===== config.mk =====
export PLATFORM = sky130hd
export DESIGN_NAME = dmpk_ram
export DESIGN_NICKNAME = d
export VERILOG_FILES = /design/src/rtl/dmpk_ram.sv
export SDC_FILE = /design/constraint.sdc
export NUM_CORES = 1
export LEC_CHECK = 0
export BUFFER_PORTS_ARGS = -buffer_cell sky130_fd_sc_hd__buf_2
export CORE_UTILIZATION = 60
export CTS_CLUSTER_SIZE = 16
export DETAILED_ROUTE_END_ITERATION = 10
export HOLD_SLACK_MARGIN = 0.03
export PLACE_DENSITY = 0.78
export SLEW_MARGIN = 20
export SYNTH_ARGS = -nofsm -noshare
export SYNTH_HDL_FRONTEND = slang
export SYNTH_SLANG_ARGS = --single-unit

===== constraint.sdc =====
create_clock -name clk -period 2.2 [get_ports clk]
set_input_delay 0.22 -clock clk [delete_from_list [all_inputs] [get_ports clk]]
set_output_delay 0.22 -clock clk [all_outputs]
set_load 0.02 [all_outputs]

===== src/rtl/dmpk_ram.sv =====
module dmpk_ram #(
    parameter int WIDTH = 8,
    parameter int DEPTH = 16
) (
    input  logic                     clk,
    input  logic                     we,
    input  logic [$clog2(DEPTH)-1:0] addr,
    input  logic [WIDTH-1:0]         wdata,
    output logic [WIDTH-1:0]         rdata
);

    logic [WIDTH-1:0] mem [DEPTH];

    always_ff @(posedge clk)
    begin
        if (we)
        begin
            mem[addr] <= wdata;
        end
        rdata <= mem[addr];
    end

endmodule


==> results_tabular.tex <==
\begin{tabular}{lr}
\hline
Metric & Value \\
\hline
\multicolumn{2}{l}{\textbf{Floorplan}} \\
DIE WIDTH & 93.9 um \\
Area of the core region & 8180 um2 \\
Die area & 8820 um2 \\
Std cell rows & 33 \\
Effective utilization at floorplan & 62.0\% \\
Number of primary I/O pins & 22 \\
Die extent in y & 93.9 um \\
\multicolumn{2}{l}{\textbf{Synthesis}} \\
Fraction of the yosys area taken by sequential cells & 79.0\% \\
Average cell area after synthesis & 22.0 um2 \\
Warnings from Yosys & 0 \\
Post-synthesis cell area & 5070 um2 \\
Number of distinct library cell variants in the gate-level netlist after synthesis & 18 \\
Number of register bits inferred by synthesis & 136 \\
Post-Synthesis Net Count & 244 \\
Count of mapped cells out of synthesis & 230 \\
\multicolumn{2}{l}{\textbf{Setup path}} \\
Critical path type & reg -> reg \\
Worst r2r path cells & 3 \\
Data required time of the critical path & 2.59 ns \\
Worst R2R End & rdata[1] \\
Worst setup slack for register-to-register paths & 0.84 ns \\
Arrival @ worst endpoint & 1.76 ns \\
Element type at the critical path end & flip-flop \\
Worst setup path start & mem[3][1] \\
Critical Path Source Type & flip-flop \\
CP max FO & 1 \\
Startpoint of the worst register-to-register path & mem[3][1] \\
\multicolumn{2}{l}{\textbf{Power}} \\
Total design power & 6.07 mW \\
Power Internal & 4.86 mW \\
Relative contribution of sequential cells to total power & 48.0\% \\
Pleak & 2.02 nW \\
Proportion of power drawn by combinational gates & 4.6\% \\
Ratio of total power to cell area & 1010 nW/um2 \\
Psw & 1.21 mW \\
Share of total power in the clock network & 47.3\% \\
Max IR drop VDD & 767 uV \\
Net switching share of the total power & 19.9\% \\
\multicolumn{2}{l}{\textbf{Timing}} \\
Minimum hold slack & 0.0972 ns \\
Shortest clock period the worst path allows after layout & 1.36 ns \\
Rel. slew slack & 51.7\% \\
Unrepaired setup endpoints after global routing & false \\
Max-slew violations & 0 \\
Period utilisation layout & 62.0\% \\
Number of failing hold endpoints at the final stage & 0 \\
Final setup violation count & 0 \\
Clk\_skew & 0.00522 ns \\
Slew @ Worst Pin & 0.722 ns \\
Achievable Freq & 733 MHz \\
Setup TNS Final & 0 ns \\
\multicolumn{2}{l}{\textbf{CTS}} \\
H-Tree Level Count & 4 \\
CTS Buf Count & 17 \\
Cell chosen for the clock root & clkbuf\_8 \\
Number of buffers on the longest clock path & 2 \\
Clock net sink count & 136 \\
Insertion delay to the later sink of the worst-skew pair & 0.51 ns \\
Clock slew at reported path FFs & 0.06 ns \\
CTS tree & yes \\
Count of cells resized by post-cts repair & 0 \\
Cts-stage hold buffer count & 0 \\
Setup bufs post-CTS & 0 \\
\multicolumn{2}{l}{\textbf{Layout}} \\
Antenna diode count & 0 \\
Final nets & 291 \\
Syn-to-layout area delta & 18.9\% \\
Layout cells sized above 1 & 35.5\% \\
Number of fillers in the final layout & 460 \\
\multicolumn{2}{l}{\textbf{Flow run}} \\
Maximum Capacitance Violations & 0 \\
\multicolumn{2}{l}{\textbf{Global routing}} \\
Pin count of the biggest net entering global routing & 40 \\
Overall global routing resource usage & 23.6\% \\
Remaining Overflow, GRT & 0 \\
Number of global-route vias before repair & 2485 \\
Antenna violations before repair & 0 \\
First-pass GRT wire length & 14000 um \\
\multicolumn{2}{l}{\textbf{Detailed routing}} \\
Number of nets with antenna violations after routing & 0 \\
Routed Wire Length & 8940 um \\
Number of detailed-routing iterations run before antenna repair & 4 \\
Via total after detailed routing & 2363 \\
Number of DRC markers after the initial detailed-route iteration & 220 \\
DRC Markers & 0 \\
Avg WL per Cell & 22.6 um \\
Detailed-route vias per instance & 5.98 \\
\multicolumn{2}{l}{\textbf{Min path}} \\
Number of cells on the worst hold path & 1 \\
Endpoint of the worst hold-timing path & mem[11][0] \\
Min-delay worst type & in -> reg \\
Start point of the worst min-delay path & wdata[0] \\
\multicolumn{2}{l}{\textbf{Place}} \\
Port buffer count & 21 \\
HPWL Detailed & 5670 um \\
Final weighted congestion in routability-driven placement & 0.756 \\
\multicolumn{2}{l}{\textbf{Status}} \\
Outcome & finished, final reports clean \\
\hline
\end{tabular}
## state kept, by name (all words and copies together), names as in the netlist
signal / cells
mem: 128
rdata: 8
## cell type report
class	instances	area, um2	share of cell area [%]
clock buffers	18	418	6.94
clock inverters	14	201	3.34
multi-input cells	83	1000	16.7
flip-flops and latches	136	4000	66.5
well taps	105	131	2.18
repair buffers	39	265	4.40
## power groups by stage
stage	registers, mW	clock network (mW)	logic, mW
4_1_cts	2.91	2.91	0.288
3_5_place_dp	2.97	0	0.283
2_1_floorplan	2.98	0	0.149
5_1_grt	2.92	3.02	0.307
3_3_place_gp	2.96	0	0.272
6_report	2.91	2.87	0.282
## cells in the mapped netlist, drive strengths merged
library cell	n	area (um2)
a22oi	16	120
and2	1	6.26
buf	8	47.5
clkbuf	3	12.5
dfxtp	8	160
edfxtp	128	3840
mux4	32	721
nand2	9	33.8
nand2b	2	12.5
nand3	1	5.00
nand3b	2	15.0
nor2	13	48.8
nor2b	2	12.5
nor3	4	20.0
or3b	1	8.76
## cells by family after synthesis
group	count (synthesis)	synth area share [%]
DFF	136	79.0
and+or+nand+nor	35	3.21
muxes	32	14.2
AOI/OAI and AO/OA	16	2.37
buffers and inverters	11	1.19
## routing by layer
metal | up-vias | track usage [%] | wire (um)
li1 | 1056 | - | -
met1 | 1204 | 30.4 | 3570
met2 | 85 | 38.4 | 4660
met3 | 18 | 5.66 | 525
met4 | 0 | 11.2 | 189
met5 | - | 0 | 0
## critical path, stage by stage (launching register included)
cell and delay, ns:
edfxtp_1 0.38, mux4_2 0.49, a22oi_1 0.30, nand2_1 0.08
## how the worst max path moves through the flow
stage,to,cells past startpoint
after floorplan,mem[0][0],2
after global placement,rdata[1],5
after detailed placement,rdata[5],5
after CTS,rdata[1],3
after global routing,rdata[5],3
final,rdata[1],3
## per-stage QoR
stage,std cells,utilization [%],cell area [um2],worst slack (ns)
after detailed placement,363,66.1,5400,0.514
after global placement,363,66.1,5400,0.556
after CTS,395,73.7,6020,0.837
after floorplan,230,-,5070,0.487
final,395,73.7,6020,0.837
after global routing,395,73.7,6020,0.792
## cell usage in the layout (no fill, tap or decap)
cell,Yosys,routed
clkbuf_1,2,1
or3b_2,1,1
bufinv_16,0,4
nand3_1,1,1
clkinv_4,0,7
and2_1,1,1
nor2b_1,2,2
buf_12,0,2
dfxtp_1,8,8
a22oi_1,16,16
nand3b_1,2,2
nor2_1,13,13
mux4_2,32,32
edfxtp_1,128,128
buf_4,0,16
clkbuf_16,0,16
clkinvlp_4,0,2
nor3_1,4,4
nand2_1,9,9
clkinv_2,0,1
buf_2,2,21
nand2b_1,2,2
clkbuf_8,0,1
(Power assumes the default switching activity.)
